File: config.mk
export PLATFORM = sky130hd
export DESIGN_NAME = aept_phase
export DESIGN_NICKNAME = d
export VERILOG_FILES = /design/src/rtl/aept_pkg.sv /design/src/rtl/aept_phase.sv
export SDC_FILE = /design/constraint.sdc
export NUM_CORES = 1
export LEC_CHECK = 0
export ABC_AREA = 1
export BUFFER_PORTS_ARGS = -buffer_cell sky130_fd_sc_hd__buf_4
export CORE_AREA = 2 2 137 139
export CTS_CLUSTER_DIAMETER = 60
export DETAILED_ROUTE_END_ITERATION = 10
export DIE_AREA = 0 0 139 141
export PLACE_DENSITY = 0.87
export SLEW_MARGIN = 40
export SYNTH_ARGS = -nofsm -noshare
export SYNTH_HDL_FRONTEND = slang
export SYNTH_SLANG_ARGS = --single-unit
File: constraint.sdc
create_clock -name clock -period 12.9 [get_ports clock]
set_input_delay 0.645 -clock clock [delete_from_list [all_inputs] [get_ports clock]]
set_output_delay 0.645 -clock clock [all_outputs]
set_load 0.005 [all_outputs]
File: src/rtl/aept_pkg.sv
package aept_pkg;

   // Field widths of the stream payloads
   localparam int OPCODE_W      = 2;
   localparam int ANGLE_FIELD_W = 14;
   localparam int INDEX_FIELD_W = 10;
   localparam int PHASE_W       = 12;
   localparam int COUNT_W       = 32;
   localparam int PPR_W         = 21;

   // Packed bus widths
   localparam int REQ_TDATA_W  = 40;
   localparam int RSP_FIELDS_W = 1 + 2 * ANGLE_FIELD_W + PHASE_W + COUNT_W;
   localparam int RSP_TDATA_W  = ((RSP_FIELDS_W + 7) / 8) * 8;
   localparam int RSP_PAD_W    = RSP_TDATA_W - RSP_FIELDS_W;

   // Configuration port
   localparam int CSR_ADDR_W = 2;
   localparam int CSR_DATA_W = PPR_W;

   localparam logic [CSR_ADDR_W-1:0] CSR_CORRECTION_ENABLE = 2'd0;
   localparam logic [CSR_ADDR_W-1:0] CSR_PHASE_PER_REV     = 2'd1;
   localparam logic [CSR_ADDR_W-1:0] CSR_ZERO_PHASE_OFFSET = 2'd2;

   localparam logic [PPR_W-1:0] PPR_RESET = 21'd204800;

   // Operation codes
   localparam logic [OPCODE_W-1:0] OP_READING      = 2'd0;
   localparam logic [OPCODE_W-1:0] OP_TABLE_WRITE  = 2'd1;
   localparam logic [OPCODE_W-1:0] OP_CLEAR_TURNS  = 2'd2;
   localparam logic [OPCODE_W-1:0] OP_SET_POLARITY = 2'd3;

   // Control of one item in the front stages
   typedef struct packed {
      logic [OPCODE_W-1:0] op;
      logic                failed;
      logic                want_reversed;
   } aept_ctl_type;

   // Control of one item in the phase stage
   typedef struct packed {
      logic read_error;
      logic phase_update;
   } aept_s2_ctl_type;

endpackage

File: src/rtl/aept_phase.sv
module aept_phase #(
   parameter int ANGLE_BITS = 14
) (
   input  logic                                 clock,
   input  logic                                 reset,
   input  logic                                 s2_valid,
   input  aept_pkg::aept_s2_ctl_type            s2_ctl,
   input  logic [ANGLE_BITS-1:0]                s2_ang,
   input  logic [ANGLE_BITS-1:0]                s2_angle,
   input  logic [ANGLE_BITS-1:0]                s2_raw,
   input  logic [aept_pkg::COUNT_W-1:0]         s2_count,
   input  logic [aept_pkg::PPR_W-1:0]           phase_positions_per_rev,
   input  logic [aept_pkg::PHASE_W-1:0]         zero_phase_offset,
   input  logic                                 rsp_tready,
   output logic                                 out_ready,
   output logic                                 rsp_valid,
   output logic                                 read_error,
   output logic [aept_pkg::ANGLE_FIELD_W-1:0]   corrected_angle,
   output logic [aept_pkg::ANGLE_FIELD_W-1:0]   uncorrected_angle,
   output logic [aept_pkg::PHASE_W-1:0]         phase_position,
   output logic [aept_pkg::COUNT_W-1:0]         position_count
);
   import aept_pkg::*;

   localparam int PROD_W = ANGLE_BITS + PPR_W;

   logic [PHASE_W-1:0]       last_phase_ff, last_phase_in;
   logic                     out_valid_ff, out_valid_in;
   logic                     out_err_ff;
   logic [ANGLE_FIELD_W-1:0] out_corr_ff;
   logic [ANGLE_FIELD_W-1:0] out_raw_ff;
   logic [PHASE_W-1:0]       out_phase_ff;
   logic [COUNT_W-1:0]       out_count_ff;

   logic [PROD_W-1:0]  prod;
   logic [PHASE_W-1:0] phase_new;
   logic               s2_fire;

   assign out_ready = !out_valid_ff || rsp_tready;
   assign s2_fire   = s2_valid && out_ready;

   // Scale the angle to phase positions and add the zero offset
   assign prod      = PROD_W'(s2_ang) * PROD_W'(phase_positions_per_rev);
   assign phase_new = prod[ANGLE_BITS +: PHASE_W] + zero_phase_offset;

   always_comb begin
      last_phase_in = last_phase_ff;
      if (s2_fire && s2_ctl.phase_update) begin
         last_phase_in = phase_new;
      end
   end

   always_comb begin
      out_valid_in = out_valid_ff;
      if (s2_fire) begin
         out_valid_in = 1'b1;
      end else if (rsp_tready) begin
         out_valid_in = 1'b0;
      end
   end

   always_ff @(posedge clock) begin
      if (reset) begin
         last_phase_ff <= '0;
         out_valid_ff  <= 1'b0;
      end else begin
         last_phase_ff <= last_phase_in;
         out_valid_ff  <= out_valid_in;
      end
   end

   // Load the result beat
   always_ff @(posedge clock) begin
      if (s2_fire) begin
         out_err_ff   <= s2_ctl.read_error;
         out_corr_ff  <= ANGLE_FIELD_W'(s2_angle);
         out_raw_ff   <= ANGLE_FIELD_W'(s2_raw);
         out_phase_ff <= last_phase_in;
         out_count_ff <= s2_count;
      end
   end

   assign rsp_valid         = out_valid_ff;
   assign read_error        = out_err_ff;
   assign corrected_angle   = out_corr_ff;
   assign uncorrected_angle = out_raw_ff;
   assign phase_position    = out_phase_ff;
   assign position_count    = out_count_ff;

endmodule
== Word level (Yosys, flattened, before mapping) ==
Index checks and enable logic that the tools add are counted.

* Memory bits (writable): 0
* Output and inout port bits: 75
* Input port bits: 113
* Bits in latches: 0
* Memory bits (read-only): 0
* Flip-flop bits (word level): 86
* Memories: 0

* Bitwise operators: 0
* Multiply operators: 1
* Reductions and logical operators: 5
* $lt $le $gt $ge: 0
* Div/mod/pow operators: 0
* Shift operators: 0
* Eq/ne operators: 0
* Mux-type cells: 3
* Add/sub/neg operators: 1

{| class="wikitable"
|+ Operators by type and width
! cell !! count
|-
| $mul 14x21->26 || 1
|-
| $add 12x12->12 || 1
|-
| $mux 12 || 1
|-
| $logic_and 1x1->1 || 2
|-
| $mux 1 || 2
|-
| $reduce_bool 2->1 || 1
|-
| $logic_not 1->1 || 1
|-
| $logic_or 1x1->1 || 1
|}

== Depth between registers and ports, before layout ==
Gate-level depths: netlist of the first run.

* Word-level depth: 5
* Mapped depth: 39
* Depth with buffers taken out: 38

== Worst setup path after synthesis of the first run ==
No wires, ideal clock.

* Kind: input port to flip-flop
* Start point: input port s2_ang[6]
* End point: register out_phase_ff[10], in the netlist phase_position[10] (data pin)
* Path buffers: 2
* Stages on the path: 31
* Library setup time: 0.251 ns
* Setup slack: 6.052 ns
* Arrival time: 6.597 ns
* Path through: clkbuf_1 > clkbuf_1 > nand2_1 > fa_1 > fa_1 > fa_1 > inv_1 > fa_1 > fa_1 > inv_1 > fa_1 > inv_1 > ha_1 > nand2_1 > nor2_1 > nand4_1 > o21ai_2 > xor2_1 > ha_1 > fa_1 > nand3_1 > nand2_1 > nand4_1 > nand3_1 > nand2_1 > nand2_1 > a21oi_1 > or2_0 > nand3_1 > nand2_1 > inv_1

* Cells in the longest elaborated chain, start to end: 3

{| class="wikitable"
|+ Ends and longest elaborated chain
! element !! line !! source
|-
| start, declared || aept_phase.sv:8 || <nowiki>input logic [ANGLE_BITS-1:0] s2_ang,</nowiki>
|-
| $mul 14x21->26 || aept_phase.sv:43 || <nowiki>assign prod = PROD_W'(s2_ang) * PROD_W'(phase_positions_per_rev);</nowiki>
|-
| $add 12x12->12 || aept_phase.sv:44 || <nowiki>assign phase_new = prod[ANGLE_BITS +: PHASE_W] + zero_phase_offset;</nowiki>
|-
| $mux 12 || aept_phase.sv:48 || <nowiki>if (s2_fire && s2_ctl.phase_update) begin</nowiki>
|-
| named net last_phase_in[10] || aept_phase.sv:27 || <nowiki>logic [PHASE_W-1:0] last_phase_ff, last_phase_in;</nowiki>
|-
| end signal, assigned || aept_phase.sv:78 || <nowiki>out_phase_ff <= last_phase_in;</nowiki>
|-
| end, declared || aept_phase.sv:32 || <nowiki>logic [PHASE_W-1:0] out_phase_ff;</nowiki>
|}

The timed path passes the listed nets, and every way through them passes these cells.
A chain may end at the register's enable or synchronous reset.

== Worst setup path in the final report of the first run ==
* Start point: input port s2_ang[5]
* End point: register out_phase_ff[11], in the netlist phase_position[11] (data pin)

The elaborated chain is that of the path after synthesis.

==> results of run 1 <==
## kinds of logic (layout without fill, tap and decap cells)
kind of cell	count (synthesis)	after routing	synth area share, %
buf+inv	425	581	14.8
compound gates	75	75	3.65
simple gates	452	452	16.4
xor+xnor	15	15	1.17
flops	86	86	21.9
fa+ha+maj	263	263	42.1
## registers in the layout (all words and copies together), names as in the netlist
register and count:
uncorrected_angle 14, last_phase_ff 12, position_count 32, read_error 1, corrected_angle 14, phase_position 12, rsp_valid 1
## per-stage QoR
step | worst slack, ns | instance area [sq um] | cells | utilization [%] | hold slack (ns)
3_5_place_dp | 5.71 | 12700 | 1690 | 69.4 | 0.464
4_1_cts | 6.06 | 12900 | 1706 | 70.9 | 0.473
6_report | 6.00 | 12900 | 1706 | 70.9 | 0.475
2_1_floorplan | 6.05 | 11200 | 1316 | - | 0.448
3_3_place_gp | 5.87 | 12700 | 1690 | 69.4 | 0.460
5_1_grt | 5.52 | 12900 | 1706 | 70.9 | 0.464
## cell usage in the layout, fill, tap and decap left out, types with 5 or more instances in the layout
cell type / instances
nand3_1: 27
inv_2: 5
nand2_1: 374
ha_1: 72
a21oi_1: 42
xor2_1: 12
clkbuf_16: 9
edfxtp_1: 73
nand2_2: 9
buf_4: 187
inv_1: 370
o21ai_0: 18
nor2_1: 20
fa_1: 191
dfxtp_1: 13
## layout make-up
class	instances	area (sq um)	area share, %
Clock buffer	10	229	1.77
Clock inverter	6	37.5	0.290
Inverter	377	1420	10.9
Multi-Input combinational cell	805	7110	54.9
Sequential cell	86	2450	18.9
Tap cell	234	293	2.26
Timing Repair Buffer	188	1420	10.9
## metal layers
metal	GRT usage (%)	part of all wire [%]
met5	0	0
met4	13.1	5.0
met3	4.21	5.9
met2	52.3	53
met1	33.4	36
## worst reg2reg max path: stages (launching register included)
cell and delay (ns):
dfxtp_1 0.32, nand2_1 0.10, nand2_1 0.11, inv_2 0.05, nand2_1 0.39, inv_1 0.33, or2_2 0.35, inv_1 0.08
a21oi_1 0.04
## path summary, 6_finish.rpt
check | from | to | cells past startpoint
max | s2_ang[5] | phase_position[11] | 32
min | last_phase_ff[7] | last_phase_ff[7] | 2
max reg2reg | rsp_valid | phase_position[0] | 8
min reg2reg | last_phase_ff[7] | last_phase_ff[7] | 2
==> qor_table.md, run 1 <==
| Item | Reported | Unit |
| --- | --- | --- |
| Yosys Warn Count | 0 | - |
| Asr flop ratio synth | 0 | % |
| Count of different cell masters after synthesis | 44 | - |
| Cell family contributing the most delay on the critical path | adder cells | - |
| Critical path launch point type | input port | - |
| Dominant cell by count in the synthesized netlist | nand2_1 | - |
| DR iter-0 viols | 594 | - |
| Global-route wire length before repair | 44,500 | um |
| Placement Rows | 50 | - |
| Hold violation total from the final report | 0 | - |
| Library cell occupying the most area in the post-synthesis netlist | fa_1 | - |
| Maximum operating frequency | 145 | MHz |
| Count of port buffers added during placement | 187 | - |
| Die Ht | 141 | um |
| Die footprint | 19,600 | sq um |
| Boundary pin count | 188 | - |
| Final-report max-slew violation count | 0 | - |
| Via count | 8,872 | - |
| Final critical-path required period | 6.90 | ns |
| Count of filler cells inserted in the layout | 1,430 | - |
| Routability-driven placement congestion ratio | 0.919 | - |
| Routed Wire Length | 26,700 | um |
| Placed wire-length estimate after detailed placement | 21,900 | um |
| Post-route fraction of the period consumed by the critical path | 53.5 | % |
| Setup TNS Final | 0 | ns |
| Slowest Stage Delay on Critical Path | 0.55 | ns |
| Share of Yosys cell area claimed by the top area cell type | 34.1 | % |
| Final nets | 1,843 | - |
| Yosys reg bits | 86 | - |
| Synth top cells by count | nand2_1, inv_1, fa_1 | - |
| Buffer levels on the longest clock path | 2 | - |
| Setup repair after global routing missed its margin | no | - |
| Final-report setup violation count | 0 | - |
| Mean area per synthesized cell | 8.52 | sq um |
| Critical Setup Path Class | input port to flop | - |
| Cell type of the slowest stage on the worst timing path | fa_1 | - |
| Data arrival, critical path | 6.99 | ns |
| Root Driver | clkbuf_16 | - |
| Main area contributors after synthesis | fa_1, edfxtp_1, nand2_1, inv_1, ha_1 | - |
| Worst hold-check path type | flop to flop | - |
| Detailed-router iteration count before antenna repair | 5 | - |
| Maximum number of pins on one net before global-route repair | 74 | - |
| Grt total ovfl | 0 | - |
| Clock transition time at the flip-flop clock pins of the worst setup and hold paths | 0.06 | ns |
| Number of buffers and inverters on the critical path | 5 | - |
| TritonCTS buffer count | 9 | - |
| Hold bufs inserted after CTS | 0 | - |
| Core area | 18,300 | sq um |
| Worst slew margin | 56.2 | % |
| Die width | 139 | um |
| Clock Skews | 0.00410 | ns |
| Antenna violation net count after detailed routing | 0 | - |
| Reg2reg setup slack | 10.87 | ns |
| Share of post-route cells with drive strength above 1 | 15.4 | % |
| Worst setup EP type | flop | - |
| Clock sinks | 86 | - |
| Vias in the first global route | 9,580 | - |
| Top FF cell, synth | edfxtp_1 | - |
| Required time worst endpoint | 12.99 | ns |
| Syn nets | 1,692 | - |
| Critical Path Most Common Cell | nand2_1 | - |
| Worst-skew pair later-pin latency | 0.34 | ns |
| WL per Instance | 15.7 | um |
| Status | complete, no violations | - |
| Post-synthesis instance area | 11,200 | sq um |
| Post-CTS Setup Bufs | 0 | - |
| Combined global-route utilization of all metal layers | 28.6 | % |
| Avg Vias per Cell | 5.20 | - |
| Register area share after synthesis | 21.9 | % |
| # Max-Cap Violations | 0 | - |
| Antenna diode instance count | 0 | - |
| Number of enable-type register cells in the synthesized netlist | 73 | - |
| Cell count after synthesis | 1,316 | - |
| Number of remaining DRC errors | 0 | - |
| H-tree level count | 3 | - |
| Pin slew with the least headroom to its limit | 0.658 | ns |
| Clock tree from TritonCTS | done | - |
| Cells resized by post-CTS repair | 0 | - |
| Number of antenna violations at the first check in global routing | 0 | - |
| Initial standard-cell utilization of the core | 61.4 | % |
| Growth of design area from synthesis to finish | 15.5 | % |
| Max Fanout on Critical Path | 21 | - |
Power of run 1 is not shown: default switching activity piles up to over one toggle a cycle in this logic, so the estimate is an artifact.
==> inputs of run 2 (changes only) <==
--- a/config.mk
+++ b/config.mk
@@ -7,11 +7,11 @@
 export LEC_CHECK = 0
 export ABC_AREA = 1
 export BUFFER_PORTS_ARGS = -buffer_cell sky130_fd_sc_hd__buf_4
-export CORE_AREA = 2 2 137 139
+export CORE_AREA = 2 2 149 151
 export CTS_CLUSTER_DIAMETER = 60
 export DETAILED_ROUTE_END_ITERATION = 10
-export DIE_AREA = 0 0 139 141
-export PLACE_DENSITY = 0.87
+export DIE_AREA = 0 0 151 153
+export PLACE_DENSITY = 0.78
 export SLEW_MARGIN = 40
 export SYNTH_ARGS = -nofsm -noshare
 export SYNTH_HDL_FRONTEND = slang
==> constraint.sdc (replaced) <==
create_clock -name clock -period 5.97 [get_ports clock]
set_input_delay 0.2985 -clock clock [delete_from_list [all_inputs] [get_ports clock]]
set_output_delay 0.2985 -clock clock [all_outputs]
set_load 0.005 [all_outputs]
==> run 2 against run 1 <==
Effect of this change:
- the flow now finishes with violations (negative setup slack)
- clock-buffer cell count stayed put
- sequential cell count stayed put
- highest routed layer unchanged
- core utilization is 3.2 points lower
- design area is 12% higher
==> qor_table.md, run 2 (same netlist as run 1, synthesis figures left out) <==
| Item | Reported | Unit |
| --- | --- | --- |
| Status | complete, but fails checks | - |
| Failing checks | negative setup slack | - |
| Placement Rows | 54 | - |
| Vias in the first global route | 10,090 | - |
| Critical path launch point type | input port | - |
| TritonCTS buffer count | 9 | - |
| Placed wire-length estimate after detailed placement | 23,400 | um |
| Count of filler cells inserted in the layout | 1,619 | - |
| Growth of design area from synthesis to finish | 29.6 | % |
| Number of flip-flops in the largest register | 32 | - |
| Cell type of the slowest stage on the worst timing path | fa_1 | - |
| Number of antenna violations at the first check in global routing | 0 | - |
| Routability-driven placement congestion ratio | 0.912 | - |
| Initial standard-cell utilization of the core | 52.2 | % |
| Post-route non-filler standard cell count | 1,871 | - |
| Final nets | 1,962 | - |
| Worst-skew pair later-pin latency | 0.33 | ns |
| Detailed-router iteration count before antenna repair | 8 | - |
| Via count | 9,403 | - |
| Boundary pin count | 188 | - |
| Clock sinks | 86 | - |
| Buffer levels on the longest clock path | 2 | - |
| Final critical-path required period | 6.19 | ns |
| Hold violation total from the final report | 0 | - |
| Final-report max-slew violation count | 0 | - |
| Cell family contributing the most delay on the critical path | adder cells | - |
| Required time worst endpoint | 6.06 | ns |
| Number of buffers and inverters on the critical path | 7 | - |
| Pin slew with the least headroom to its limit | 0.657 | ns |
| Setup repair after global routing missed its margin | yes | - |
| Antenna violation net count after detailed routing | 0 | - |
| Maximum number of pins on one net before global-route repair | 74 | - |
| Number of cells in the design after placement | 1,846 | - |
| Worst slew margin | 56.2 | % |
| Avg Vias per Cell | 5.03 | - |
| Worst setup margin | -0.224 | ns |
| Root Driver | clkbuf_16 | - |
| Clock tree from TritonCTS | done | - |
| # Max-Cap Violations | 0 | - |
| Critical Setup Path Class | input port to flop | - |
| Number of remaining DRC errors | 0 | - |
| Share of post-route cells with drive strength above 1 | 27.2 | % |
| Maximum operating frequency | 161 | MHz |
| Count of port buffers added during placement | 187 | - |
| Critical Path Most Common Cell | nand2_1 | - |
| Slowest Stage Delay on Critical Path | 0.55 | ns |
| Highest-count cells in the layout ignoring fill and taps | inv_1, nand2_1, buf_4, fa_1, edfxtp_1 | - |
| Worst hold-check path type | input port to flop | - |
| Reg2reg setup slack | 3.86 | ns |
| Grt total ovfl | 0 | - |
| Global-route wire length before repair | 46,300 | um |
| Antenna diode instance count | 0 | - |
| Worst setup EP type | flop | - |
| Setup TNS Final | -1.42 | ns |
| Routed Wire Length | 28,300 | um |
| Combined global-route utilization of all metal layers | 25.4 | % |
| DR iter-0 viols | 553 | - |
| Die footprint | 23,100 | sq um |
| Die width | 151 | um |
| Clock transition time at the flip-flop clock pins of the worst setup and hold paths | 0.06 | ns |
| Core area | 21,500 | sq um |
| Die Ht | 153 | um |
| H-tree level count | 3 | - |
| Leading cell type in the layout, fill and taps excluded | inv_1 | - |
| Data arrival, critical path | 6.28 | ns |
| Post-route fraction of the period consumed by the critical path | 104 | % |
| Max Fanout on Critical Path | 9 | - |
| Clock Skews | 0.00487 | ns |
| Final-report setup violation count | 11 | - |
| WL per Instance | 15.1 | um |
==> run 2: cell types whose count changed in the layout (fill, tap and decap cells not counted), sizes merged <==
cell / delta
bufinv: +2
clkinv: -1
buf: +119
clkinvlp: -1
==> run 2: routing by layer <==
| metal | GRT usage [%] | routed length (um) | vias to the layer above |
|---|---|---|---|
| li1 | - | - | 4352 |
| met1 | 30.1 | 10500 | 4642 |
| met2 | 46.8 | 15400 | 318 |
| met3 | 3.76 | 1390 | 91 |
| met4 | 8.46 | 1000 | 0 |
| met5 | 0 | 0 | - |
==> run 2: layout make-up <==
class	instances	area [sq um]	area share, %
multi-input combinational	805	7580	52.2
clock buffer	10	229	1.58
timing repair buffer	307	2420	16.7
sequential	86	2450	16.9
inverter	377	1420	9.73
tap	280	350	2.41
clock inverter	6	83.8	0.577
==> run 2: stage by stage <==
step                instance area [sq um]  utilization, %  hold WS, ns  worst slack [ns]
floorplan                           11400               -        0.370            -0.233
detailed placement                  13700            63.7        0.468            -0.638
global placement                    13700            63.7        0.460            -0.506
global route                        14500            67.7        0.115            -0.525
CTS                                 14300            66.5        0.124            -0.129
finish                              14500            67.7        0.136            -0.224
==> run 2: worst paths after layout <==
path | start | endpoint | cells after the start
worst max-delay path | phase_positions_per_rev[11] | phase_position[11] | 32
worst min-delay path | s2_raw[3] | uncorrected_angle[3] | 1
worst max register to register | rsp_valid | phase_position[0] | 8
worst min register to register | last_phase_ff[7] | last_phase_ff[7] | 2
==> run 2: worst register-to-register path: cells and delay by family, from the launching register on <==
| kind | cells | cell delay, ns |
|---|---|---|
| simple gates | 4 | 1.01 |
| buf+inv | 3 | 0.46 |
| flops | 1 | 0.33 |
| compound gates | 1 | 0.04 |
==> run 2: what timing repair did <==
item,in CTS,in global routing
pin swaps,44,33
gates cloned,0,0
setup buffers,5,4
gates resized for setup,60,52
endpoints found under the setup margin,13,19
endpoints found under the hold margin,0,0
hold buffers,0,0
Power of run 2 is left out for the same reason.
