`config.mk`:
```
export PLATFORM = sky130hd
export DESIGN_NAME = aept_track
export DESIGN_NICKNAME = d
export VERILOG_FILES = /design/src/rtl/aept_pkg.sv /design/src/rtl/aept_track.sv
export SDC_FILE = /design/constraint.sdc
export NUM_CORES = 1
export LEC_CHECK = 0
export BUFFER_PORTS_ARGS = -buffer_cell sky130_fd_sc_hd__buf_4
export CAP_MARGIN = 20
export CORE_UTILIZATION = 58
export CTS_CLUSTER_DIAMETER = 200
export DETAILED_ROUTE_END_ITERATION = 6
export PLACE_DENSITY = 0.81
export SLEW_MARGIN = 0
export SYNTH_ARGS = -nofsm -noshare
export SYNTH_HDL_FRONTEND = slang
export SYNTH_SLANG_ARGS = --single-unit
```
`constraint.sdc`:
```
create_clock -name clock -period 6.7 [get_ports clock]
set_input_delay 1.34 -clock clock [delete_from_list [all_inputs] [get_ports clock]]
set_output_delay 1.34 -clock clock [all_outputs]
set_load 0.005 [all_outputs]
```
`src/rtl/aept_pkg.sv`:
```
package aept_pkg;

   // Field widths of the stream payloads
   localparam int OPCODE_W      = 2;
   localparam int ANGLE_FIELD_W = 14;
   localparam int INDEX_FIELD_W = 10;
   localparam int PHASE_W       = 12;
   localparam int COUNT_W       = 32;
   localparam int PPR_W         = 21;

   // Packed bus widths
   localparam int REQ_TDATA_W  = 40;
   localparam int RSP_FIELDS_W = 1 + 2 * ANGLE_FIELD_W + PHASE_W + COUNT_W;
   localparam int RSP_TDATA_W  = ((RSP_FIELDS_W + 7) / 8) * 8;
   localparam int RSP_PAD_W    = RSP_TDATA_W - RSP_FIELDS_W;

   // Configuration port
   localparam int CSR_ADDR_W = 2;
   localparam int CSR_DATA_W = PPR_W;

   localparam logic [CSR_ADDR_W-1:0] CSR_CORRECTION_ENABLE = 2'd0;
   localparam logic [CSR_ADDR_W-1:0] CSR_PHASE_PER_REV     = 2'd1;
   localparam logic [CSR_ADDR_W-1:0] CSR_ZERO_PHASE_OFFSET = 2'd2;

   localparam logic [PPR_W-1:0] PPR_RESET = 21'd204800;

   // Operation codes
   localparam logic [OPCODE_W-1:0] OP_READING      = 2'd0;
   localparam logic [OPCODE_W-1:0] OP_TABLE_WRITE  = 2'd1;
   localparam logic [OPCODE_W-1:0] OP_CLEAR_TURNS  = 2'd2;
   localparam logic [OPCODE_W-1:0] OP_SET_POLARITY = 2'd3;

   // Control of one item in the front stages
   typedef struct packed {
      logic [OPCODE_W-1:0] op;
      logic                failed;
      logic                want_reversed;
   } aept_ctl_type;

   // Control of one item in the phase stage
   typedef struct packed {
      logic read_error;
      logic phase_update;
   } aept_s2_ctl_type;

endpackage

```
`src/rtl/aept_track.sv`:
```
module aept_track #(
   parameter int ANGLE_BITS = 14
) (
   input  logic                              clock,
   input  logic                              reset,
   input  logic                              s1_fire,
   input  aept_pkg::aept_ctl_type            s1_ctl,
   input  logic [ANGLE_BITS-1:0]             s1_raw,
   input  logic [ANGLE_BITS-1:0]             s1_adj,
   input  logic [ANGLE_BITS-1:0]             s1_entry,
   input  logic                              correction_enable,
   input  logic                              s2_fire,
   output logic                              s2_valid,
   output aept_pkg::aept_s2_ctl_type         s2_ctl,
   output logic [ANGLE_BITS-1:0]             s2_ang,
   output logic [ANGLE_BITS-1:0]             s2_angle,
   output logic [ANGLE_BITS-1:0]             s2_raw,
   output logic [aept_pkg::COUNT_W-1:0]      s2_count
);
   import aept_pkg::*;

   localparam int TURN_W = COUNT_W - ANGLE_BITS;
   localparam logic signed [ANGLE_BITS:0] HALF_POS = (ANGLE_BITS + 1)'(1) << (ANGLE_BITS - 1);
   localparam logic signed [ANGLE_BITS:0] HALF_NEG = -HALF_POS;

   logic [ANGLE_BITS-1:0] last_angle_ff, last_angle_in;
   logic [ANGLE_BITS-1:0] last_raw_ff, last_raw_in;
   logic [TURN_W-1:0]     turn_ff, turn_in;
   logic                  reversed_ff, reversed_in;

   logic                  s2_valid_ff, s2_valid_in;
   aept_s2_ctl_type       s2_ctl_ff, s2_ctl_in;
   logic [ANGLE_BITS-1:0] s2_ang_ff;
   logic [ANGLE_BITS-1:0] s2_angle_ff;
   logic [ANGLE_BITS-1:0] s2_raw_ff;
   logic [COUNT_W-1:0]    s2_count_ff;

   logic [ANGLE_BITS-1:0]        corr;
   logic [ANGLE_BITS-1:0]        ang_pre;
   logic [ANGLE_BITS-1:0]        ang;
   logic [ANGLE_BITS-1:0]        raw_pol;
   logic signed [ANGLE_BITS:0]   diff;

   // Correct, then mirror for reversed polarity
   assign corr    = s1_entry + s1_adj;
   assign ang_pre = correction_enable ? corr : s1_raw;
   assign ang     = reversed_ff ? ANGLE_BITS'(-ang_pre) : ang_pre;
   assign raw_pol = reversed_ff ? ANGLE_BITS'(-s1_raw) : s1_raw;
   assign diff    = $signed({1'b0, ang}) - $signed({1'b0, last_angle_ff});

   // Apply the operation to the tracking state
   always_comb begin
      last_angle_in = last_angle_ff;
      last_raw_in   = last_raw_ff;
      turn_in       = turn_ff;
      reversed_in   = reversed_ff;
      if (s1_fire) begin
         case (s1_ctl.op)
            OP_READING: begin
               if (!s1_ctl.failed) begin
                  last_raw_in   = raw_pol;
                  last_angle_in = ang;
                  if (diff > HALF_POS) begin
                     turn_in = turn_ff - TURN_W'(1);
                  end else if (diff < HALF_NEG) begin
                     turn_in = turn_ff + TURN_W'(1);
                  end
               end
            end
            OP_CLEAR_TURNS: begin
               turn_in = '0;
            end
            OP_SET_POLARITY: begin
               if (s1_ctl.want_reversed != reversed_ff) begin
                  last_raw_in   = ANGLE_BITS'(-last_raw_ff);
                  last_angle_in = ANGLE_BITS'(-last_angle_ff);
                  reversed_in   = s1_ctl.want_reversed;
               end
            end
            default: begin
               // table writes leave the tracking state alone
            end
         endcase
      end
   end

   always_ff @(posedge clock) begin
      if (reset) begin
         last_angle_ff <= '0;
         last_raw_ff   <= '0;
         turn_ff       <= '0;
         reversed_ff   <= 1'b0;
      end else begin
         last_angle_ff <= last_angle_in;
         last_raw_ff   <= last_raw_in;
         turn_ff       <= turn_in;
         reversed_ff   <= reversed_in;
      end
   end

   // Stage-two valid and control
   always_comb begin
      s2_valid_in = s2_valid_ff;
      if (s1_fire) begin
         s2_valid_in = 1'b1;
      end else if (s2_fire) begin
         s2_valid_in = 1'b0;
      end
      s2_ctl_in.read_error   = (s1_ctl.op == OP_READING) && s1_ctl.failed;
      s2_ctl_in.phase_update = (s1_ctl.op == OP_READING) && !s1_ctl.failed;
   end

   always_ff @(posedge clock) begin
      if (reset) begin
         s2_valid_ff <= 1'b0;
         s2_ctl_ff   <= '0;
      end else begin
         s2_valid_ff <= s2_valid_in;
         if (s1_fire) begin
            s2_ctl_ff <= s2_ctl_in;
         end
      end
   end

   // Snapshot the state after this beat
   always_ff @(posedge clock) begin
      if (s1_fire) begin
         s2_ang_ff   <= ang;
         s2_angle_ff <= last_angle_in;
         s2_raw_ff   <= last_raw_in;
         s2_count_ff <= {turn_in, last_angle_in};
      end
   end

   assign s2_valid = s2_valid_ff;
   assign s2_ctl   = s2_ctl_ff;
   assign s2_ang   = s2_ang_ff;
   assign s2_angle = s2_angle_ff;
   assign s2_raw   = s2_raw_ff;
   assign s2_count = s2_count_ff;

endmodule

```
# After elaboration in Yosys (flattened, before gate mapping)
# Cells that the tools add are included.
# op_classes
n_addsub	8
n_lt_le_gt_ge	2
n_eq_ne	3
n_mux	18
reduce_logical	6
# ops
cell	count
$mux W14	9
$mux W18	4
$neg A14 Y14	4
$pmux W14 S2	2
$pmux W18 S2	1
$add A18 B1 Y18 const B	1
$sub A18 B1 Y18 const B	1
$gt A15 B15 Y1 const B	1
$lt A15 B14 Y1 const B	1
$sub A14 B14 Y15	1
$add A14 B14 Y14	1
$eq A2 B2 Y1 const B	2
$reduce_and A3 Y1	1
$logic_and A1 B1 Y1	2
$logic_not A2 Y1	1
$mux W1	2
$reduce_bool A2 Y1	1
$logic_not A1 Y1	1
$ne A1 B1 Y1	1
# word_totals
ff_bits	124
input_bits	51
output_inout_bits	77

# Longest topological paths before layout
# Gate-level depths: netlist of the first run.
# logic_depth
ltp_word	11
ltp_mapped	23
ltp_nobuf	22

# Worst setup path after synthesis of the first run
# OpenSTA, ideal clock, no wires.
# synth_timing
path_type	input to register
startpoint	in s1_adj[0]
endpoint	reg s2_count_ff[28] (netlist: s2_count[28]), data pin
setup_ps	265
t_arrival_ps	6046
t_required_ps	6435
setup_slack_ps	389
path_stages	22
cell_sequence	ha_1 inv_1 fa_1 nor2b_1 o21ai_0 or3b_2 a211oi_1 a32o_1 nand3_1 nor3_1 a21o_1 xor2_1 ha_1 nand3_1 or2_2 o221ai_1 o21ai_0 a21oi_1 nor2_2 nor4_1 a21oi_1 or3_1
# synth_between
elab_chain_len	11
word_cells_on_any_way	12
# synth_lines
element	line	rtl
from (decl)	aept_track.sv:9	input logic [ANGLE_BITS-1:0] s1_adj,
$add A14 B14 Y14 *	aept_track.sv:45	assign corr = s1_entry + s1_adj;
$mux W14 *	aept_track.sv:46	assign ang_pre = correction_enable ? corr : s1_raw;
$neg A14 Y14	aept_track.sv:47	assign ang = reversed_ff ? ANGLE_BITS'(-ang_pre) : ang_pre;
$mux W14 *	aept_track.sv:47	
via ang[12]	aept_track.sv:40	logic [ANGLE_BITS-1:0] ang;
$sub A14 B14 Y15 *	aept_track.sv:49	assign diff = $signed({1'b0, ang}) - $signed({1'b0, last_angle_ff});
$lt A15 B14 Y1	aept_track.sv:65	end else if (diff < HALF_NEG) begin
$mux W18	aept_track.sv:65	
$mux W18 *	aept_track.sv:63	if (diff > HALF_POS) begin
$mux W18 *	aept_track.sv:60	if (!s1_ctl.failed) begin
$pmux W18 S2 *	aept_track.sv:58	case (s1_ctl.op)
$mux W18 *	aept_track.sv:57	if (s1_fire) begin
via turn_in[14]	aept_track.sv:28	logic [TURN_W-1:0] turn_ff, turn_in;
to (signal assigned)	aept_track.sv:131	s2_count_ff <= {turn_in, last_angle_in};
to (decl)	aept_track.sv:36	logic [COUNT_W-1:0] s2_count_ff;
# The timed path passes the listed nets; every way through them passes the cells marked *.
# A chain may end at the register's enable or synchronous reset.

# Worst setup path in the final report of the first run
# layout_timing
startpoint	in s1_adj[0]
endpoint	reg s2_count_ff[18] (netlist: s2_count[18]), data pin
# Same word-level chain as after synthesis.

==> impl.org, run 1 <==
** Drt
- 1st-iter DRT viols :: 837
- Dividing the detail-routed wire length by the instance count gives 17.43 um.
- After detailed routing, the total wire length is 21.95 mm.
- Once detail routing completed, the nets flagged for antenna violations numbered 0.
- Average vias per placed instance :: 6.292
- In the routed design, unresolved DRC markers number 0.
- Detailed-route via count :: 7922
- The first TritonRoute pass finished after 6 iterations.

** STA
- Count of pins over their slew limit :: 0
- Final Setup Violations :: 0
- Derived from the worst setup path, the maximum achievable clock frequency is 159.5 MHz.
- Final Hold Vio Count :: 0
- Unrepaired setup endpoints after global routing :: no
- Post-route setup TNS :: 0 ns
- Transition time at the pin with the least slew margin :: 1.014 ns
- Tmin final :: 6.268 ns
- Measured against its own limit, the worst slew margin works out to 0.3183.
- Clock skew on the completed layout was measured at 0.01145 ns.
- Final critical-path share of the clock period :: 0.9355

** Cells and area
- Final standard cell utilization of the core :: 0.7107
- Antenna cells :: 0
- The area growth from synthesis to layout is 18.11%.
- Final Cell Area :: 9524 um^2
- Share of post-route cells with drive strength above 1 :: 0.1958
- NumNets Final :: 1167

** CTS
- Buffers inserted during clock tree synthesis total 9.
- The root buffer cell chosen for the clock tree is sky130_fd_sc_hd__clkbuf_16.
- The clock drives 110 sinks.
- Number of buffers between clock root and the deepest sink :: 2
- Number of levels in the clock H-tree :: 3
- Post-CTS timing repair inserted 0 buffers for setup.
- For the worst-skew pair, the clock arrives at the later sink with an insertion delay of 0.37 ns.
- Clock-pin slew was measured on the worst setup and hold paths at 0.07 ns.
- TritonCTS built the clock tree.

** Power and ir drop
- Leakage power :: 3.977 nW
- Across the VDD grid, the largest voltage drop is 0.0001700 V.
- In this run the power density over the cells is 218.3 nW/um^2.

** Global routing
- In the global route stage, met1 resource usage came out at 0.4087.
- GR Util All Layers :: 0.3091
- Routing usage on met2 :: 0.4982
- Antenna violations before repair :: 0
- met2 is the most crowded layer.
- First-pass GRT wire length :: 35.36 mm
- Largest net degree at the start of global routing :: 65
- Summed over all layers, the global routing overflow is 0.
- Met3 routing resource usage after global routing :: 0.05656
- Via count of the first global-routing pass :: 7247

** Yosys
- The number of nets handed over by synthesis was 1052.
- In this run the mean area of a mapped cell was 8.374 um^2.
- Complex-gate fraction of the synthesized area :: 0.2323
- Of the total synthesized cell area, the portion taken by AND, OR, NAND and NOR gates is 0.2268.
- Yosys mapped a number of flops with a built-in enable equal to 60.
- Netlist Area Pre-Place :: 8064 um^2
- For this run, the register share of the synthesized area comes to 0.3476.
- After synthesis, the largest family of logic cells by area is compound AO/OA/AOI/OAI gates.
- Seq cells post-synth :: 110
- Most used flip-flop cell after synthesis :: sky130_fd_sc_hd__edfxtp_1
- Of the total synthesized cell area, the portion taken by XOR and XNOR cells is 0.03910.
- After synthesis, the share of flip-flops with an asynchronous set or reset is 0.
- Of the total synthesized cell area, the portion taken by full adders, half adders and majority gates is 0.06082.
- Synthesis instantiated 77 different standard cells from the library.
- Of the post-synthesis cell area, the part taken by muxes is 0.02793.
- In the synthesized netlist, the number of instances is 963.
- The Yosys step of the flow raised 0 warnings.

** Worst setup path
- Data on the critical path arrives at its endpoint at 6.38 ns.
- Max FO, Critical Path :: 6
- Category of the critical setup timing path :: in -> reg
- The worst setup path is launched from an input pin.
- STA puts the critical path data required time at 6.81 ns.
- The worst setup path is captured at a flop.

** Placement
- Area post-placement :: 9201 um^2
- Total of buffers placed on input and output ports :: 127
- DP Wirelength :: 16.53 mm
- At the end of routability-driven placement, the weighted congestion stood at 0.9551.

** Die
- The floorplan step set the die width to 119.9 um.
- The floorplan step defined a die boundary enclosing 14380 um^2.
- Pin placement for this block handled 128 I/O pins.
- The initial utilization of the core area, before any placement, comes to 0.6018.
- Rows :: 42
- Die H :: 119.9 um
- The total area inside the core boundary comes to 13400 um^2.

** Outcome
- Result of the run :: finished clean

** Min path
- Hold/Removal Path Class :: reg -> reg

** Run
- Number of violations of the max-capacitance limit :: 0
## per-stage QoR
| stage | setup WS (ns) | std cells | hold WS [ns] | total power [mW] |
|---|---|---|---|---|
| 6_report | 0.4318 | 1259 | 0.4926 | 2.079 |
| 3_3_place_gp | 0.1177 | 1243 | 0.4694 | 1.494 |
| 5_1_grt | 0.02166 | 1259 | 0.5145 | 2.171 |
| 3_5_place_dp | -0.01395 | 1243 | 0.4801 | 1.498 |
| 2_1_floorplan | 0.3889 | 963 | 0.4668 | 1.250 |
| 4_1_cts | 0.3509 | 1259 | 0.4918 | 2.063 |
## worst max-delay path: stages
cell and delay (ns):
sky130_fd_sc_hd__buf_4 0.11, sky130_fd_sc_hd__ha_1 0.22, sky130_fd_sc_hd__inv_1 0.07, sky130_fd_sc_hd__fa_1 0.17
sky130_fd_sc_hd__nor2b_1 0.07, sky130_fd_sc_hd__o21ai_0 0.13, sky130_fd_sc_hd__or3b_2 0.47, sky130_fd_sc_hd__a211oi_1 0.40
sky130_fd_sc_hd__a32oi_1 0.20, sky130_fd_sc_hd__o21ai_0 0.23, sky130_fd_sc_hd__xnor2_1 0.22, sky130_fd_sc_hd__ha_1 0.35
sky130_fd_sc_hd__a21oi_1 0.21, sky130_fd_sc_hd__o2bb2ai_1 0.09, sky130_fd_sc_hd__or4_1 0.54, sky130_fd_sc_hd__nor4_2 0.22
sky130_fd_sc_hd__o2111ai_1 0.24, sky130_fd_sc_hd__nor4_4 0.36, sky130_fd_sc_hd__buf_4 0.24, sky130_fd_sc_hd__nor4_1 0.08
sky130_fd_sc_hd__o31ai_1 0.34, sky130_fd_sc_hd__nor2_1 0.07
## kinds of logic after synthesis
family / count (synthesis)
xor gates and xnor gates: 36
DFF: 110
muxes: 21
AOI/OAI and AO/OA: 276
adders and majority gates: 38
buffers and inverters: 117
and+or+nand+nor: 365
## area by class of cell
| type | count | area [um^2] |
|---|---|---|
| Clock inverter | 6 | 77.57 |
| Inverter | 57 | 214.0 |
| Tap cell | 176 | 220.2 |
| Timing Repair Buffer | 164 | 1231 |
| Clock buffer | 10 | 239.0 |
| Fill cell | 1149 | 3876 |
| Multi-Input combinational cell | 736 | 4740 |
| Sequential cell | 110 | 2803 |
## power by group
part,leakage (nW),switching [mW],internal (mW)
clock network,0.153,0.264,0.308
registers,1.02,0.0317,0.761
logic,2.81,0.408,0.306
## layout by cell type (no fill, tap or decap), types with 8 or more instances in the layout
cell type                   count
sky130_fd_sc_hd__nor3_1        28
sky130_fd_sc_hd__a31oi_1       16
sky130_fd_sc_hd__xor2_1        13
sky130_fd_sc_hd__nor2_1        62
sky130_fd_sc_hd__a211oi_1      10
sky130_fd_sc_hd__and3_1        10
sky130_fd_sc_hd__nand3_1       37
sky130_fd_sc_hd__buf_4        164
sky130_fd_sc_hd__xnor2_1       23
sky130_fd_sc_hd__edfxtp_1      60
sky130_fd_sc_hd__nor2b_1       10
sky130_fd_sc_hd__or4_1          9
sky130_fd_sc_hd__o21ai_0       55
sky130_fd_sc_hd__mux2_2         8
sky130_fd_sc_hd__inv_1         56
sky130_fd_sc_hd__nand4_1       12
sky130_fd_sc_hd__nand2_1      111
sky130_fd_sc_hd__a21oi_1       63
sky130_fd_sc_hd__clkbuf_16      9
sky130_fd_sc_hd__o211ai_1       9
sky130_fd_sc_hd__nand2b_1      17
sky130_fd_sc_hd__and2_1        27
sky130_fd_sc_hd__mux2i_1       12
sky130_fd_sc_hd__ha_1          36
sky130_fd_sc_hd__dfxtp_1       50
sky130_fd_sc_hd__o31ai_1       18
sky130_fd_sc_hd__nor4_1        13
sky130_fd_sc_hd__a21o_1        17
## cell usage after synthesis, types with 5 or more instances
cell type                   count  share of area
sky130_fd_sc_hd__or2_2          7         0.0054
sky130_fd_sc_hd__nand3_1       37          0.023
sky130_fd_sc_hd__xor2_1        13          0.014
sky130_fd_sc_hd__o21ai_0       55          0.034
sky130_fd_sc_hd__dfxtp_1       50           0.12
sky130_fd_sc_hd__nor2_1        62          0.029
sky130_fd_sc_hd__nor4_1        14          0.011
sky130_fd_sc_hd__buf_4         17          0.016
sky130_fd_sc_hd__edfxtp_1      60           0.22
sky130_fd_sc_hd__inv_1         56          0.026
sky130_fd_sc_hd__or4_1          9         0.0084
sky130_fd_sc_hd__and3_1        10         0.0078
sky130_fd_sc_hd__o31ai_1       18          0.017
sky130_fd_sc_hd__xnor2_1       23          0.025
sky130_fd_sc_hd__o22ai_1        5         0.0039
sky130_fd_sc_hd__a211oi_1      10         0.0093
sky130_fd_sc_hd__o211ai_1       9         0.0084
sky130_fd_sc_hd__a221o_1        6         0.0074
sky130_fd_sc_hd__a21o_1        17          0.016
sky130_fd_sc_hd__a21oi_1       63          0.039
sky130_fd_sc_hd__a31oi_1       16          0.012
sky130_fd_sc_hd__nor2b_1       10         0.0078
sky130_fd_sc_hd__a221oi_1       5         0.0054
sky130_fd_sc_hd__nand2_1      111          0.052
sky130_fd_sc_hd__nand2b_1      17          0.013
sky130_fd_sc_hd__mux2_2         8          0.011
sky130_fd_sc_hd__nor3_1        28          0.017
sky130_fd_sc_hd__clkbuf_1      36          0.017
sky130_fd_sc_hd__mux2i_1       12          0.015
sky130_fd_sc_hd__ha_1          36          0.056
sky130_fd_sc_hd__or3_1          5         0.0039
sky130_fd_sc_hd__o2111ai_1      7         0.0076
sky130_fd_sc_hd__nand4_1       12         0.0093
sky130_fd_sc_hd__o21a_1         7         0.0065
sky130_fd_sc_hd__and2_1        27          0.021
## routing by layer
layer	part of all wire	vias up
li1	-	3790
met1	0.43	3698
met2	0.46	385
met3	0.082	49
met4	0.026	0
met5	0	-
## flip-flops by register name (all words and copies together), names as in the netlist, 2 cells and up
name,cells
s2_count,19
turn_ff,18
last_angle_ff,14
last_raw_ff,14
s2_ang,14
s2_raw,14
s2_angle,13
s2_ctl,2
## repair_timing
item / in CTS / in global routing
endpoints found under the setup margin: 0 / 2
gates resized for setup: 0 / 1
hold buffers: 0 / 0
## path summary, 6_finish.rpt
path	slack [ns]	cells past startpoint	endpoint	startpoint
worst min register to register	0.49	2	s2_valid$_SDFFE_PP0P_	s2_valid$_SDFFE_PP0P_
worst max-delay path	0.43	22	s2_count[18]$_DFFE_PP_	s1_adj[0]
worst max register to register	2.03	15	s2_count[18]$_DFFE_PP_	reversed_ff$_SDFFE_PP0P_
worst min-delay path	0.49	2	s2_valid$_SDFFE_PP0P_	s2_valid$_SDFFE_PP0P_
(Power assumes the default switching activity.)
==> inputs of run 2 (changes only) <==
--- a/config.mk
+++ b/config.mk
@@ -7,10 +7,11 @@
 export LEC_CHECK = 0
 export BUFFER_PORTS_ARGS = -buffer_cell sky130_fd_sc_hd__buf_4
 export CAP_MARGIN = 20
-export CORE_UTILIZATION = 58
+export CORE_MARGIN = 4
+export CORE_UTILIZATION = 30
 export CTS_CLUSTER_DIAMETER = 200
 export DETAILED_ROUTE_END_ITERATION = 6
-export PLACE_DENSITY = 0.81
+export PLACE_DENSITY = 0.48
 export SLEW_MARGIN = 0
 export SYNTH_ARGS = -nofsm -noshare
 export SYNTH_HDL_FRONTEND = slang
==> run 2 against run 1 <==
Compared with the run above:
- count of clock-buffer cells in the layout decreased by 1
- core utilization decreased by 34 points
- sequential power is essentially flat
- hold slack got worse by 0.013 ns
- combinational power up 5.5%
- critical path type unchanged
- register-to-register slack improved by 0.42 ns
- largest cell class unchanged
- die area up 110%
- setup slack got worse by 0.066 ns
- non-clock buffer count is 16 higher
- highest routed layer unchanged
==> impl.org, run 2 (same netlist as run 1, synthesis figures left out) <==
** Worst setup path
- The worst register-to-register path has a setup slack of 2.45 ns.
- Most common cell on crit path :: sky130_fd_sc_hd__buf_4
- Critical Path Max Stage Delay :: 0.46 ns
- Critical Path AT :: 6.45 ns
- Worst setup EP type :: flop
- Cell type of the slowest stage on the worst timing path :: sky130_fd_sc_hd__or3b_2
- Measured in cells, the most critical reg-to-reg path has a length of 14.
- Cell-by-cell listing of the critical path :: buf_4, ha_1, inv_1, fa_1, nor2b_1, o21ai_0, or3b_2, a211oi_1, buf_4, a32o_1, nand3_1, o31a_1, xor2_1, ha_1, buf_4, a32oi_1, o221ai_1, nor4_2, o2111ai_1, nor4_4, buf_4, nor4_1, o31ai_1, nor2_1
- Critical Path Source Type :: input pin
- The worst register-to-register path ends at s2_count[18]$_DFFE_PP_.
- STA puts the critical path data required time at 6.82 ns.
- The worst register-to-register path begins at reversed_ff$_SDFFE_PP0P_.
- Max FO, Critical Path :: 9
- Category of the critical setup timing path :: in -> reg

** Placement
- The number of placed instances, taps included, is 1418.
- Final RePlAce weighted congestion :: 0.8800
- Total of buffers placed on input and output ports :: 127
- Post-placement setup slack :: -0.1143 ns
- After legalization and detailed placement, the total HPWL measured 20.12 mm.
- Area post-placement :: 9520 um^2

** Min path
- Worst Hold Path EP :: s2_ctl[0]$_SDFFE_PP0P_
- The worst hold path was traced through 2 stages.
- The startpoint identified for the worst hold timing path is s2_ctl[0]$_SDFFE_PP0P_.
- The min-delay analysis places its worst path in the category reg -> reg.

** Cells and area
- Share of post-route cells with drive strength above 1 :: 0.2075
- The net count of the finished layout is 1183.
- The multi-input combinational cells in the finished layout cover a total of 4740 um^2.
- Leaving out filler cells and counting taps, the final layout contains 1434.
- Area taken by flip-flops and latches :: 2803 um^2
- The library cells used most frequently in the layout, excluding fill and tap cells, are sky130_fd_sc_hd__buf_4 (180), sky130_fd_sc_hd__nand2_1 (111), sky130_fd_sc_hd__a21oi_1 (63), sky130_fd_sc_hd__nor2_1 (62), sky130_fd_sc_hd__edfxtp_1 (60).
- From synthesis to final layout, the design area changed by 22.00%.
- The finished cells cover 9838 um^2.
- The layout has 2744 filler cells.
- The library cell used most frequently in the layout, excluding fill and tap cells, is sky130_fd_sc_hd__buf_4.
- The register with the most flip-flops in the layout has 19 of them.
- Antenna cells :: 0

** Power and ir drop
- The analysis attributes to net switching a power of 764.9 uW.
- The share of total power dissipated in the clock network is 0.271.
- Of the total power, registers draw 0.374.
- Switching power share of the total :: 0.3609
- Part of the power in combinational logic :: 0.355
- Leakage power :: 4.051 nW
- Dividing total power by cell area gives a power density of 215.4 nW/um^2.
- Internal power of the cells :: 1.354 mW
- Across the VDD grid, the largest voltage drop is 0.0001000 V.

** STA
- The worst path in the final design needs a cycle of 6.334 ns, including I/O delays and setup.
- Max frequency :: 157.9 MHz
- Final critical-path share of the clock period :: 0.9454
- Unrepaired setup endpoints after global routing :: no
- Post-route setup TNS :: 0 ns
- The clock arrives with 0.01560 ns of skew.
- Transition time at the pin with the least slew margin :: 1.175 ns
- Setup violations remaining at the end of the flow were counted as 0.
- Count of pins over their slew limit :: 0
- Final WS setup :: 0.3658 ns
- In this run the tightest slew margin relative to its limit is 0.2138.
- Final Hold Vio Count :: 0

** Drt
- After detailed routing, the number of vias per cell comes to 5.429.
- In this run, the number of DRC markers left after iteration 0 of detailed routing was 577.
- Average detailed-routed wire length per instance :: 18.52 um
- After detailed routing, the total wire length is 26.56 mm.
- Drt first pass iters :: 5
- Post-DRT Antenna Nets :: 0
- For this block, the via count after detailed routing is 7785.
- Residual DRC count :: 0

** Global routing
- Largest net degree at the start of global routing :: 51
- The first global-routing pass estimated 41.45 mm of wire.
- Via count of the first global-routing pass :: 7396
- GR Util All Layers :: 0.1774
- Antenna violations before repair :: 0
- Total global routing overflow :: 0

** Die
- The floorplan has 59 rows.
- Core area :: 26280 um^2
- I/O pin cnt :: 128
- Die H :: 172.0 um
- Area of the die :: 29570 um^2
- The initial utilization of the core area, before any placement, comes to 0.3068.
- Die width :: 172.0 um

** CTS
- Number of buffers between clock root and the deepest sink :: 2
- Clock tree root driver cell :: sky130_fd_sc_hd__clkbuf_16
- Clock tree synthesis found a total of 110 sinks.
- TritonCTS clock tree :: yes
- At the later pin of the worst-skew pair, clock insertion delay measures 0.37 ns.
- Clock tree synthesis inserted a total of 9 buffers.
- Clock slew at reported path FFs :: 0.08 ns
- Number of levels in the clock H-tree :: 3
- Count of buffers added by post-CTS timing repair for setup :: 0

** Outcome
- The run finished with clean final reports.

** Run
- The tool flagged a number of max-cap violations equal to 0.
-- run 2: what timing repair did --
action                                  4_1_cts  5_1_grt
hold buffers                                  0        0
gates resized for setup                       0        1
endpoints found under the setup margin        0        1
-- run 2: area by class of cell --
type                            instances  area share
Clock buffer                            9     0.02289
Tap cell                              335     0.04260
Multi-Input combinational cell        736      0.4818
Sequential cell                       110      0.2849
Timing Repair Buffer                  180      0.1374
Clock inverter                          7    0.008775
Inverter                               57     0.02175
-- run 2: worst max-delay path by stage --
stage | from | cells after the start | endpoint | slack (ns)
2_1_floorplan | s1_adj[0] | 22 | s2_count[28]$_DFFE_PP_ | 0.39
3_3_place_gp | s1_adj[0] | 24 | s2_count[28]$_DFFE_PP_ | 0.02
3_5_place_dp | s1_adj[0] | 24 | s2_count[28]$_DFFE_PP_ | -0.11
4_1_cts | s1_adj[0] | 24 | s2_count[28]$_DFFE_PP_ | 0.27
5_1_grt | s1_adj[0] | 24 | turn_ff[15]$_SDFF_PP0_ | 0.009
6_report | s1_adj[0] | 24 | s2_count[18]$_DFFE_PP_ | 0.37
-- run 2: layer usage --
metal | wire length (um) | vias up | global-route usage
met2 | 12120 | 231 | 0.2867
met3 | 1298 | 29 | 0.02721
li1 | - | 3824 | -
met4 | 493 | 0 | 0.04580
met5 | 0 | - | 0
met1 | 12650 | 3701 | 0.2490
-- run 2: critical path, delay by kind of cell --
| family | cells | cell delay, ns |
|---|---|---|
| AO/OA/AOI/OAI | 8 | 1.82 |
| XOR/XNOR | 1 | 0.27 |
| adder cells (fa/ha/maj) | 3 | 0.67 |
| AND/OR/NAND/NOR | 7 | 1.56 |
| buffers and inverters | 5 | 0.78 |
-- run 2: through the flow --
step	hold WS (ns)	total power, mW	util
2_1_floorplan	0.4668	1.250	-
3_3_place_gp	0.4644	1.556	0.3623
3_5_place_dp	0.4642	1.552	0.3623
4_1_cts	0.4779	2.134	0.3741
5_1_grt	0.5354	2.247	0.3744
6_report	0.4798	2.119	0.3744
-- run 2: power groups by stage --
stage               clock network (mW)  logic, mW  registers, mW
global placement                     0      0.748          0.807
detailed placement                   0      0.744          0.807
CTS                              0.593      0.748          0.793
finish                           0.574      0.753          0.792
floorplan                            0      0.453          0.797
global route                     0.620      0.829          0.798
